File: config.mk
export PLATFORM = sky130hd
export DESIGN_NAME = feistel_block_encrypt_top
export DESIGN_NICKNAME = d
export VERILOG_FILES = /design/src/rtl/fbe_pkg.sv /design/src/rtl/fbe_round.sv /design/src/rtl/feistel_block_encrypt_top.sv
export SDC_FILE = /design/constraint.sdc
export NUM_CORES = 1
export LEC_CHECK = 0
export ABC_CLOCK_PERIOD_IN_PS = 11050
export BUFFER_PORTS_ARGS = -buffer_cell sky130_fd_sc_hd__clkbuf_2
export CORE_MARGIN = 2
export CORE_UTILIZATION = 36
export DETAILED_ROUTE_END_ITERATION = 16
export SETUP_SLACK_MARGIN = 0.2
export SYNTH_ARGS = -nofsm -noshare
export SYNTH_HDL_FRONTEND = slang
export SYNTH_HIERARCHICAL = 1
export SYNTH_SLANG_ARGS = --single-unit
File: constraint.sdc
create_clock -name clock -period 11.05 [get_ports clock]
set_input_delay 1.105 -clock clock [delete_from_list [all_inputs] [get_ports clock]]
set_output_delay 1.105 -clock clock [all_outputs]
set_load 0.02 [all_outputs]
File: src/rtl/fbe_pkg.sv
// ----------------------------------------------------------------------------
// fbe_pkg
// Constants and round functions of the four-round Feistel block cipher:
// S-box and permutation tables, the round function and the key schedule.
// ----------------------------------------------------------------------------
package fbe_pkg;

   localparam int BLOCK_W = 64;
   localparam int HALF_W  = 32;
   localparam int KEY_W   = 64;
   localparam int ROUNDS  = 4;
   localparam int NIBBLES = HALF_W / 4;

   typedef logic [HALF_W-1:0] half_type;
   typedef logic [BLOCK_W-1:0] block_type;
   typedef half_type round_keys_type [ROUNDS];

   localparam logic [3:0] SBOX [NIBBLES][16] = '{
      '{4'd6,  4'd12, 4'd3,  4'd8,  4'd14, 4'd5,  4'd11, 4'd1,
        4'd2,  4'd4,  4'd13, 4'd7,  4'd0,  4'd10, 4'd15, 4'd9},
      '{4'd10, 4'd14, 4'd15, 4'd11, 4'd6,  4'd8,  4'd3,  4'd13,
        4'd7,  4'd9,  4'd2,  4'd12, 4'd1,  4'd0,  4'd4,  4'd5},
      '{4'd10, 4'd0,  4'd9,  4'd14, 4'd6,  4'd3,  4'd15, 4'd5,
        4'd1,  4'd13, 4'd12, 4'd7,  4'd11, 4'd4,  4'd2,  4'd8},
      '{4'd15, 4'd9,  4'd7,  4'd0,  4'd10, 4'd13, 4'd2,  4'd4,
        4'd3,  4'd6,  4'd12, 4'd5,  4'd1,  4'd8,  4'd14, 4'd11},
      '{4'd2,  4'd12, 4'd4,  4'd1,  4'd7,  4'd10, 4'd11, 4'd6,
        4'd8,  4'd5,  4'd3,  4'd15, 4'd13, 4'd0,  4'd14, 4'd9},
      '{4'd12, 4'd1,  4'd10, 4'd15, 4'd9,  4'd2,  4'd6,  4'd8,
        4'd0,  4'd13, 4'd3,  4'd4,  4'd14, 4'd7,  4'd5,  4'd11},
      '{4'd4,  4'd11, 4'd2,  4'd14, 4'd15, 4'd0,  4'd8,  4'd13,
        4'd3,  4'd12, 4'd9,  4'd7,  4'd5,  4'd10, 4'd6,  4'd1},
      '{4'd13, 4'd2,  4'd8,  4'd4,  4'd6,  4'd15, 4'd11, 4'd1,
        4'd10, 4'd9,  4'd3,  4'd14, 4'd5,  4'd0,  4'd12, 4'd7}
   };

   // output bit (31-i) takes input bit (32 - PBOX[i]), entries 1..32
   localparam logic [5:0] PBOX [HALF_W] = '{
      6'd16, 6'd7,  6'd20, 6'd21, 6'd29, 6'd12, 6'd28, 6'd17,
      6'd1,  6'd15, 6'd23, 6'd26, 6'd5,  6'd18, 6'd31, 6'd10,
      6'd2,  6'd8,  6'd24, 6'd14, 6'd32, 6'd27, 6'd3,  6'd9,
      6'd19, 6'd13, 6'd30, 6'd6,  6'd22, 6'd11, 6'd4,  6'd25
   };

   function automatic half_type subst(input half_type x);
      half_type res;
      res = '0;
      for (int n = 0; n < NIBBLES; n++) begin
         res[HALF_W-1-4*n -: 4] = SBOX[n][x[HALF_W-1-4*n -: 4]];
      end
      return res;
   endfunction

   function automatic half_type perm(input half_type x);
      half_type   res;
      logic [5:0] src;
      res = '0;
      for (int i = 0; i < HALF_W; i++) begin
         src = 6'd32 - PBOX[i];
         res[HALF_W-1-i] = x[src[4:0]];
      end
      return res;
   endfunction

   function automatic half_type round_f(input half_type r, input half_type k);
      return perm(subst(r ^ k));
   endfunction

   function automatic round_keys_type make_keys(input logic [KEY_W-1:0] key);
      round_keys_type rk;
      for (int i = 0; i < HALF_W; i++) begin
         rk[0][HALF_W-1-i] = key[KEY_W-1-2*i];
         rk[2][HALF_W-1-i] = key[KEY_W-2-2*i];
      end
      rk[1] = key[KEY_W-1:HALF_W];
      rk[3] = key[HALF_W-1:0];
      return rk;
   endfunction

endpackage

File: src/rtl/fbe_round.sv
// ----------------------------------------------------------------------------
// fbe_round
// One pipeline stage of the cipher: one Feistel round, halves swapped,
// with a valid bit and stall-aware load.
// ----------------------------------------------------------------------------
module fbe_round
   import fbe_pkg::*;
(
   input  logic      clock,
   input  logic      reset,
   input  logic      up_valid,
   input  block_type up_block,
   input  half_type  round_key,
   output logic      up_ready,
   output logic      dn_valid,
   output block_type dn_block,
   input  logic      dn_ready
);

   logic      valid_ff;
   logic      valid_in;
   block_type block_ff;
   block_type block_in;
   half_type  left_new;

   assign up_ready = !valid_ff || dn_ready;
   assign left_new = up_block[BLOCK_W-1:HALF_W] ^ round_f(up_block[HALF_W-1:0], round_key);

   always_comb begin
      valid_in = valid_ff;
      block_in = block_ff;
      if (up_ready) begin
         valid_in = up_valid;
         block_in = {up_block[HALF_W-1:0], left_new};
      end
   end

   always_ff @(posedge clock) begin
      if (reset) begin
         valid_ff <= 1'b0;
      end else begin
         valid_ff <= valid_in;
      end
      block_ff <= block_in;
   end

   assign dn_valid = valid_ff;
   assign dn_block = block_ff;

endmodule

File: src/rtl/feistel_block_encrypt_top.sv
// ----------------------------------------------------------------------------
// feistel_block_encrypt_top
// Four-round Feistel block encryption, one round per pipeline stage.
// ----------------------------------------------------------------------------
// Takes one 64-bit plaintext beat per cycle and returns its ciphertext
// through the four registered round stages, each holding one round of
// S-boxes and bit permutation. Throughput is one beat per clock while
// rsp_stall is low; a stall backs up only the stages that hold data.
// The key is written through csr_wr_en/csr_wr_data and takes effect for
// beats accepted afterwards; write it only while the pipeline is empty.
module feistel_block_encrypt_top
   import fbe_pkg::*;
(
   input  logic               clock,
   input  logic               reset,
   input  logic               csr_wr_en,
   input  logic [KEY_W-1:0]   csr_wr_data,
   input  logic               req_valid,
   output logic               req_stall,
   input  logic [BLOCK_W-1:0] req_plaintext,
   output logic               rsp_valid,
   input  logic               rsp_stall,
   output logic [BLOCK_W-1:0] rsp_ciphertext
);

   logic [KEY_W-1:0] key_ff;
   logic [KEY_W-1:0] key_in;
   round_keys_type   round_keys;

   logic      stage_valid [ROUNDS+1];
   block_type stage_block [ROUNDS+1];
   logic      stage_ready [ROUNDS+1];

   assign key_in = csr_wr_en ? csr_wr_data : key_ff;

   always_ff @(posedge clock) begin
      if (reset) begin
         key_ff <= '0;
      end else begin
         key_ff <= key_in;
      end
   end

   assign round_keys = make_keys(key_ff);

   assign stage_valid[0] = req_valid;
   assign stage_block[0] = req_plaintext;
   assign req_stall      = !stage_ready[0];

   for (genvar g = 0; g < ROUNDS; g++) begin : g_round
      fbe_round u_round (
         .clock     (clock),
         .reset     (reset),
         .up_valid  (stage_valid[g]),
         .up_block  (stage_block[g]),
         .round_key (round_keys[g]),
         .up_ready  (stage_ready[g]),
         .dn_valid  (stage_valid[g+1]),
         .dn_block  (stage_block[g+1]),
         .dn_ready  (stage_ready[g+1])
      );
   end

   // undo the swap of the last round
   assign stage_ready[ROUNDS] = !rsp_stall;
   assign rsp_valid           = stage_valid[ROUNDS];
   assign rsp_ciphertext      = {stage_block[ROUNDS][HALF_W-1:0],
                                 stage_block[ROUNDS][BLOCK_W-1:HALF_W]};

endmodule
==> results of run 1 <==
[area by class of cell]
class | instances | area [um^2]
Clock inverter | 14 | 149
Sequential cell | 324 | 9050
Clock buffer | 55 | 1120
Fill cell | 4194 | 25900
Multi-Input combinational cell | 860 | 7150
Timing Repair Buffer | 202 | 1020
Tap cell | 600 | 751
Inverter | 62 | 233
[layout by cell type, fill, tap and decap left out, types with 10 or more instances in the layout]
cell       count
edfxtp_1     256
clkbuf_2     197
xnor2_1      185
xor2_1       124
nor2_1       115
mux2i_1       86
dfxtp_1       68
ha_1          60
inv_1         57
a21oi_1       53
clkbuf_16     41
nand2_1       39
o21ai_0       33
a211oi_1      25
xor2_2        18
o211ai_1      16
xnor2_2       14
nor3_1        13
mux4_2        11
clkbuf_1      10
[state kept, by name, summed over array words and instances (netlist names)]
name	count
g_round.u_round/dn_block	256
key_ff	64
g_round.u_round/dn_valid	4
[worst max-delay path by stage]
stage / start / endpoint / slack (ps) / cells after the start
finish: rsp_stall / req_stall / 5590 / 9
floorplan: rsp_stall / req_stall / 1500 / 6
global route: rsp_stall / req_stall / 5300 / 9
detailed placement: rsp_stall / req_stall / 5500 / 9
global placement: rsp_stall / req_stall / 5530 / 9
CTS: rsp_stall / req_stall / 5510 / 9
[power groups by stage]
stage | logic [mW] | registers, mW | clock network [mW]
detailed placement | 2.23 | 2.29 | 0
finish | 2.23 | 2.25 | 1.27
global placement | 2.17 | 2.28 | 0
floorplan | 1.52 | 2.30 | 0
CTS | 2.24 | 2.26 | 1.31
global route | 2.46 | 2.30 | 1.35
[cells by family (layout without fill, tap and decap cells)]
kind of cell / Yosys count / in the layout / share of synthesized area (%)
xor gates and xnor gates: 343 / 343 / 19.8
DFF: 324 / 324 / 54.7
and+or+nand+nor: 196 / 196 / 4.95
AOI/OAI and AO/OA: 148 / 148 / 5.46
muxes: 109 / 109 / 8.08
buffers and inverters: 76 / 333 / 2.22
adders and majority gates: 64 / 64 / 4.78
[routing by layer]
layer,up-vias,share of wire (%),global-route usage [%]
li1,4872,-,-
met1,4753,44,22.6
met2,244,47,28.7
met3,63,5.9,3.80
met4,0,2.7,5.22
met5,-,0,0
[critical path, cell delays in order]
cell and delay (ps):
clkbuf_2 80, inv_1 40, nand2b_4 740, nand2b_2 270, nand2b_2 110, buf_4 690, nand2b_4 970, inv_1 100
clkbuf_2 190
[stage by stage]
step / util [%] / cell area (um^2) / power (mW) / hold WS (ps)
after floorplan: - / 16500 / 3.82 / 420
after global placement: 40.1 / 18200 / 4.45 / 445
after detailed placement: 40.1 / 18200 / 4.52 / 457
after CTS: 42.9 / 19500 / 5.81 / 462
after global routing: 42.9 / 19500 / 6.11 / 472
final: 42.9 / 19500 / 5.75 / 470
==> reports/qor.yml, run 1 <==
status: "finished, final reports clean"
rr_worst_depth: 5
internal_power_mw: 3.67
syn-cell-area_um2: 16500
num_io_pins: 199
synth.most_common_cell: "edfxtp_1"
powerDensity_nw_per_um2: 295
synth.avg_cell_area_um2: 13.1
synth_seq_cells: 324
reg2reg_from: "g_round[3].u_round/dn_valid$_SDFFE_PP0P_"
viasPerCell: 4.69
min_path_cells: 0
final_cells: 2117
post-place-ws_ps: 5500
start_util_pct: 36.5
ys_async_sr_fraction_pct: 0
dp.cells: 2048
syn_to_final_growth_pct: 17.7
syn_inst: 1260
drv_slew: 0
power_switching_share_pct: 36.2
wl_um: 40800
hold_buffers: 0
port_buffers: 198
hp-class: "reg2reg"
drc: 0
comb_power_share_pct: 38.8
max_freq_mhz: 183
die_width_um: 218
place_hpwl_um: 31300
place_congestion: 0.827
grt_pass1_wl_um: 60600
nNetsFinal: 1681
r2r_slack_ps: 7520
cts.sinks: 324
slew_headroom_pct: 31.0
seq_power_share_pct: 39.1
wire_per_inst_um: 19.3
core_area_um2: 45400
synth_top_area_cell: "edfxtp_1"
synth_area_leaders: "edfxtp_1 (46%), xnor2_1 (9.8%), dfxtp_1 (8.2%), xor2_1 (6.6%), mux2i_1 (5.2%)"
synth_edf_count: 256
finalClockSkew_ps: 15.3
worstSkewPairLatency_ps: 550
cts_tree: "built"
drive_above_1_share_pct: 21.3
finalSetupViolations: 0
grt.total_usage_pct: 17.3
rows: 78
cp-start-kind: "input pin"
clockBufferDepth: 3
required_ps: 9950
hp-start: "g_round[2].u_round/dn_block[29]$_DFFE_PP_"
final.setup.tns_ps: 0
fin_crit_sh_pct: 49.4
yosys.cell_types.count: 45
antenna_found_initial: 0
finalHoldViolCount: 0
clkTransAtPathRegs_ps: 60
synthTopCellsByCount: "edfxtp_1 (256), xnor2_1 (185), xor2_1 (124)"
netSwitchingPower_mw: 2.08
tightest_slew_ps: 1030
die_area_um2: 47700
cts_resized: 0
rr_endpoint: "g_round[0].u_round/dn_block[53]$_DFFE_PP_"
fin_ws_ps: 5590
p_clk_share_pct: 22.1
synth_nets: 1453
vias: 9932
overflow: 0
post-route-min-period_ps: 5460
dieHeight_um: 218
grt_pass1_vias: 9854
rsz0062_at_grt: "no"
firstDrtPassIters: 7
crit_type: "in2out"
synth_ff_type: "edfxtp_1"
cts_buffers: 38
holdPathEnd: "g_round[3].u_round/dn_block[61]$_DFFE_PP_"
ir_worst_vdd_uv: 133
drv_cap: 0
synth_top_area_share_pct: 46.5
worst-path-max-fanout: 66
worst_setup_path_end_kind: "output pin"
cp.arrival_ps: 4360
grt_max_degree: 69
postRouteAntennaNets: 0
htreeDepth: 2
cts_root_buffer: "clkbuf_16"
yosysSeqAreaShare_pct: 54.7
dr.first_iter.drc_count: 683
postCtsSetupRepairBufs: 0
antennaDiodeCount: 0
yosysWarningCount: 6
p_leak_nw: 7.99
Power figures use the tool's default switching activity.
==> run 2, diff against run 1 <==
Settings changed: ABC_AREA set to 1, ABC_CLOCK_PERIOD_IN_PS 11050 to 5540.
Clock period 11.05 ns to 5.54 ns, I/O delays scaled along.
==> reports/qor.yml, run 2 <==
status: "finished, final reports clean"
synth_top_area_cell: "edfxtp_1"
slew_headroom_pct: 40.0  # +9.0 points
place_hpwl_um: 38500  # +23%
cts_tree: "built"
min_path_cells: 1  # +1
rsz0062_at_grt: "no"
synth_compound_area_share_pct: 4.72  # -0.74 points
synth_nets: 2395  # +65%
rows: 83  # +6.4%
wl_met2_um: 22700  # +17%
wl_um: 49200  # +20%
crit_type: "reg2out"
drv_slew: 0  # unchanged
ys_async_sr_fraction_pct: 0  # unchanged
finalSetupViolations: 0  # unchanged
layout_commonest_cell: "nand2_1"
cts_buffers: 38  # unchanged
max_freq_mhz: 399
required_ps: 4990  # -4960 ps
synthTopCellsByCount: "nand2_1 (836), inv_1 (310), edfxtp_1 (256)"
post-place-ws_ps: 3200  # -2300 ps
yosysWarningCount: 6  # unchanged
largest_reg_flops: 256  # unchanged
port_buffers: 198  # unchanged
overflow: 0  # unchanged
final.setup.tns_ps: 0  # unchanged
synthMuxAreaShare_pct: 0  # -8.1 points
yosysSeqAreaShare_pct: 48.5  # -6.2 points
yosys.cell_types.count: 29  # -36%
utilization_pct: 42.3  # -0.64 points
drv_cap: 0  # unchanged
fin_crit_sh_pct: 45.2
cp.arrival_ps: 1950  # -2410 ps
tightest_slew_ps: 899  # -135 ps
whs_ps: 203  # -267 ps
grt_pass1_wl_um: 75400  # +25%
placed_area_um2: 20400  # +12%
grt_max_degree: 67  # -2.9%
nNetsFinal: 2616  # +56%
yosys.area_share.adder_pct: 4.02  # -0.76 points
synth.avg_cell_area_um2: 8.48  # -35%
final_cell_area_um2: 21700  # +11%
worst-path-max-fanout: 24  # -64%
layout_common_cells: "nand2_1 (832), inv_1 (310), edfxtp_1 (256)"
dr.first_iter.drc_count: 923  # +35%
grt_pass1_vias: 13600  # +38%
synth_seq_cells: 324  # unchanged
postRouteAntennaNets: 0  # unchanged
clockBufferDepth: 3  # unchanged
synth_area_leaders: "edfxtp_1 (41%), nand2_1 (17%), dfxtp_1 (7.3%), inv_1 (6.2%), ha_1 (4.0%)"
antenna_found_initial: 4  # +4
hold_buffers: 0  # unchanged
reg2reg_from: "key_ff[16]$_SDFFE_PP0P_"
maxUsedRoutingLayer: "met4"
dp.cells: 3063  # +50%
wl_met3_um: 2600  # +8.3%
cts_root_buffer: "clkbuf_16"
synth_top_area_share_pct: 41.2  # -5.3 points
p_total_mw: 11.4  # +99%
ir_worst_vdd_uv: 214  # +61%
worst_setup_path_end_kind: "output pin"
vias: 14500  # +46%
die_area_um2: 53700  # +13%
drc: 0  # unchanged
cp-endpoint: "req_stall"
place_congestion: 0.846  # +2.4%
cts_resized: 0  # unchanged
fin_ws_ps: 3040  # -2550 ps
finalHoldViolCount: 0  # unchanged
cp-startpoint: "g_round[3].u_round/dn_valid$_SDFFE_PP0P_"
wire_per_inst_um: 15.7  # -19%
syn_to_final_growth_pct: 16.1
cp-start-kind: "register"
grt.total_usage_pct: 18.4  # +1.1 points
synth.most_common_cell: "nand2_1"
die_width_um: 232  # +6.1%
postCtsSetupRepairBufs: 0  # unchanged
final_cells: 3134  # +48%
clkTransAtPathRegs_ps: 60  # about the same
powerDensity_nw_per_um2: 526  # +78%
hp-class: "in2reg"
wl_met1_um: 22100  # +23%
drive_above_1_share_pct: 13.6  # -7.7 points
firstDrtPassIters: 5  # -2
rr_endpoint: "g_round[2].u_round/dn_block[3]$_DFFE_PP_"
worstSkewPairLatency_ps: 580  # +30 ps
core_area_um2: 51300  # +13%
start_util_pct: 36.4  # -0.067 points
syn_inst: 2202  # +75%
synth_ff_type: "edfxtp_1"
htreeDepth: 2  # unchanged
rr_worst_depth: 8  # +3
post-route-min-period_ps: 2500
fillers: 5035  # +20%
synth-xor-area-share_pct: 11.3  # -8.6 points
synthSimpleGateAreaFrac_pct: 24.1  # +19 points
synth_top_family_by_area: "simple AND/OR/NAND/NOR gates"
synth_edf_count: 256  # unchanged
num_io_pins: 199  # unchanged
syn-cell-area_um2: 18700  # +13%
dieHeight_um: 232  # +6.1%
viasPerCell: 4.62  # -1.4%
r2r_slack_ps: 3410  # -4110 ps
finalClockSkew_ps: 26.2  # +10.9 ps
p_leak_nw: 10.8  # +35%
cts.sinks: 324  # unchanged
-- run 2: report_power, final --
group	internal (mW)	total [mW]	leakage (nW)	switching, mW
Sequential	3.72	4.44	3.30	0.715
Clock	1.52	2.61	0.639	1.09
Combinational	1.59	4.37	6.82	2.78
-- run 2: per-layer routing --
metal  global-route usage [%]  up-vias
li1                         -     7405
met1                     24.6     6625
met2                     29.6      378
met3                     2.75       85
met4                     7.75        0
met5                        0        -
-- run 2: how the worst min path moves through the flow --
stage,start,end
5_1_grt,req_plaintext[6],g_round[0].u_round/dn_block[38]$_DFFE_PP_
2_1_floorplan,g_round[0].u_round/dn_valid$_SDFFE_PP0P_,g_round[1].u_round/dn_valid$_SDFFE_PP0P_
3_3_place_gp,g_round[2].u_round/dn_block[10]$_DFFE_PP_,g_round[3].u_round/dn_block[42]$_DFFE_PP_
3_5_place_dp,g_round[1].u_round/dn_block[0]$_DFFE_PP_,g_round[2].u_round/dn_block[32]$_DFFE_PP_
4_1_cts,req_plaintext[12],g_round[0].u_round/dn_block[44]$_DFFE_PP_
6_report,req_plaintext[12],g_round[0].u_round/dn_block[44]$_DFFE_PP_
-- run 2: logic make-up (layout without fill, tap and decap cells) --
kind of cell / after synthesis / in the layout
xor+xnor: 203 / 203
other cells: 0 / 1
buf+inv: 339 / 590
flops: 324 / 324
compound gates: 144 / 144
fa+ha+maj: 60 / 60
simple gates: 1132 / 1132
-- run 2: worst max-delay path: stages (launching register included) --
cell      delay, ps
dfxtp_1         360
nand2_2          70
inv_1            80
nand2_2          50
inv_1            60
nand2_2          50
inv_1            80
nand2_4         220
inv_1           180
clkbuf_2        190
-- run 2: area by class of cell --
| cell class | instances | area, um^2 | area share, % |
|---|---|---|---|
| clock buffer | 42 | 997 | 4.60 |
| inverter | 316 | 1190 | 5.47 |
| tap | 680 | 851 | 3.92 |
| multi-input combinational | 1539 | 8260 | 38.1 |
| antenna | 1 | 2.50 | 0.0115 |
| timing repair buffer | 204 | 1040 | 4.79 |
| clock inverter | 28 | 307 | 1.41 |
| sequential | 324 | 9050 | 41.7 |
==> run 3, diff against run 2 <==
Settings changed: ABC_CLOCK_PERIOD_IN_PS 5540 to 2550.
Clock period 5.54 ns to 2.55 ns, I/O delays scaled along.
==> reports/qor.yml, run 3 (synthesis gave the netlist of run 2 again) <==
clkTransAtPathRegs_ps: 60  # about the same
wire_per_inst_um: 15.8  # +0.52%
cts.sinks: 324  # unchanged
met2_usage_pct: 32.1  # +2.5 points
worst-path-max-fanout: 44  # +83%
post-place-ws_ps: 532  # -2660 ps
clockBufferDepth: 3  # unchanged
place_hpwl_um: 38800  # +0.95%
cts_root_buffer: "clkbuf_16"
rsz0062_at_grt: "no"
start_util_pct: 36.4  # unchanged
slew_headroom_pct: 33.2  # -6.8 points
final_cells: 3226  # +2.9%
rows: 83  # unchanged
required_ps: 2300  # -2690 ps
status: "finished, final reports clean"
utilization_pct: 44.3  # +2.0 points
antenna_found_initial: 2  # -2
gr-max-usage-layer: "met2"
num_io_pins: 199  # unchanged
grt_pass1_wl_um: 78100  # +3.5%
slowest_stage: "dfxtp_2"
crit_top_cell: "nand2_8"
internal_power_mw: 15.3  # +120%
overflow: 0  # unchanged
worstSkewPairLatency_ps: 560  # -20 ps
seq_power_share_pct: 38.3  # -0.6 points
wl_um: 50900  # +3.5%
fillers: 5028  # -0.14%
viasPerCell: 4.62  # about the same
grt_pass1_vias: 14400  # +5.5%
nNetsFinal: 2707  # +3.5%
post-route-min-period_ps: 2140
p_clk_share_pct: 23.4  # +0.5 points
finalHoldViolCount: 0  # unchanged
slowest_delay_ps: 380  # +20 ps
vias: 14900  # +2.9%
finalSetupViolations: 0  # unchanged
final.setup.tns_ps: 0  # unchanged
cts_resized: 0  # unchanged
firstDrtPassIters: 5  # unchanged
postRouteAntennaNets: 0  # unchanged
dp.cells: 3067  # +0.13%
fin_ws_ps: 408  # -2630 ps
met3_usage_pct: 2.96  # +0.21 points
crit_type: "reg2out"
core_area_um2: 51300  # unchanged
drv_slew: 0  # unchanged
place_congestion: 0.859  # +1.5%
powerDensity_nw_per_um2: 1110  # +110%
cts_tree: "built"
die_area_um2: 53700  # unchanged
p_total_mw: 25.2  # +120%
dieHeight_um: 232  # unchanged
drc: 0  # unchanged
hp-class: "in2reg"
cts_buffers: 38  # unchanged
layout_common_cells: "nand2_1 (832), inv_1 (306), edfxtp_1 (256)"
crit_chain: "nand2_8 -> inv_4 -> nand2_8 -> inv_2 -> nand2_8 -> inv_4 -> nand2_8 -> inv_4 -> clkbuf_2"
dr.first_iter.drc_count: 1096  # +19%
grt_util_met1_pct: 24.9  # +0.26 points
drv_cap: 0  # unchanged
comb_power_share_pct: 38.3  # about the same
grt.total_usage_pct: 18.9  # +0.52 points
netSwitchingPower_mw: 9.95  # +120%
die_width_um: 232  # unchanged
ir_worst_vdd_uv: 428  # +100%
tightest_slew_ps: 1000  # +102 ps
syn_to_final_growth_pct: 21.8
port_buffers: 198  # unchanged
max_freq_mhz: 467
fin_crit_sh_pct: 84.0
cp-start-kind: "register"
drive_above_1_share_pct: 13.4  # -0.17 points
cp.arrival_ps: 1890  # -60 ps
power_switching_share_pct: 39.5  # -0.69 points
htreeDepth: 2  # unchanged
worst_setup_path_end_kind: "output pin"
finalClockSkew_ps: 18.5  # -7.72 ps
grt_max_degree: 75  # +12%
largest_reg_flops: 256  # unchanged
p_leak_nw: 11.1  # +3.6%
layout_commonest_cell: "nand2_1"
run 3: cell count changes in the layout (fill, tap and decap cells not counted), sizes merged:
cell | before | now
diode | 1 | 2
dlygate4sd3 | 0 | 87
buf | 7 | 11
clkinvlp | 2 | 4
bufinv | 4 | 6
clkinv | 17 | 10
inv | 321 | 317
clkbuf | 239 | 246
run 3: stage by stage:
step	area (um^2)	hold WS, ps
2_1_floorplan	18700	317
3_3_place_gp	20500	454
3_5_place_dp	20500	457
4_1_cts	22700	0.498
5_1_grt	22700	7.46
6_report	22700	20.4
run 3: power by group through the flow:
stage	combinational, mW	clock, mW	sequential (mW)
final	9.65	5.90	9.66
after detailed placement	9.49	0	9.82
after global routing	11.0	6.23	9.85
after CTS	9.64	6.04	9.71
after floorplan	6.49	0	9.71
after global placement	9.21	0	9.77
run 3: final cells by class:
type	instances	area (um^2)	area share, %
Antenna cell	2	5.00	0.0220
Clock buffer	49	1080	4.73
Clock inverter	21	278	1.22
Inverter	316	1190	5.25
Multi-Input combinational cell	1539	8310	36.5
Sequential cell	324	9050	39.8
Tap cell	680	851	3.74
Timing Repair Buffer	295	1980	8.69
run 3: final timing paths:
kind / startpoint / end / slack [ps] / cells after the start
max: g_round[3].u_round/dn_valid$_SDFFE_PP0P_ / req_stall / 410 / 9
min: req_plaintext[37] / g_round[0].u_round/dn_block[5]$_DFFE_PP_ / 20 / 3
max reg2reg: g_round[2].u_round/dn_block[8]$_DFFE_PP_ / g_round[3].u_round/dn_block[21]$_DFFE_PP_ / 490 / 7
min reg2reg: g_round[1].u_round/dn_block[1]$_DFFE_PP_ / g_round[2].u_round/dn_block[33]$_DFFE_PP_ / 480 / 0
run 3: worst max-delay path: cells and delay by family (launching register included):
kind	cells	cell delay, ps
flops	1	380
buf+inv	5	530
simple gates	4	400
run 3: repair_timing:
item / 4_1_cts / 5_1_grt
buffers inserted: 0 / 0
hold buffers: 87 / 0
hold endpoints to repair: 88 / 0
run 3: layer usage:
layer,share of wire [%],up-vias,wire length (um)
met5,0,-,0
met4,2.4,0,1230
met3,5.4,60,2740
li1,-,7554,-
met1,45,6900,23000
met2,47,404,23900
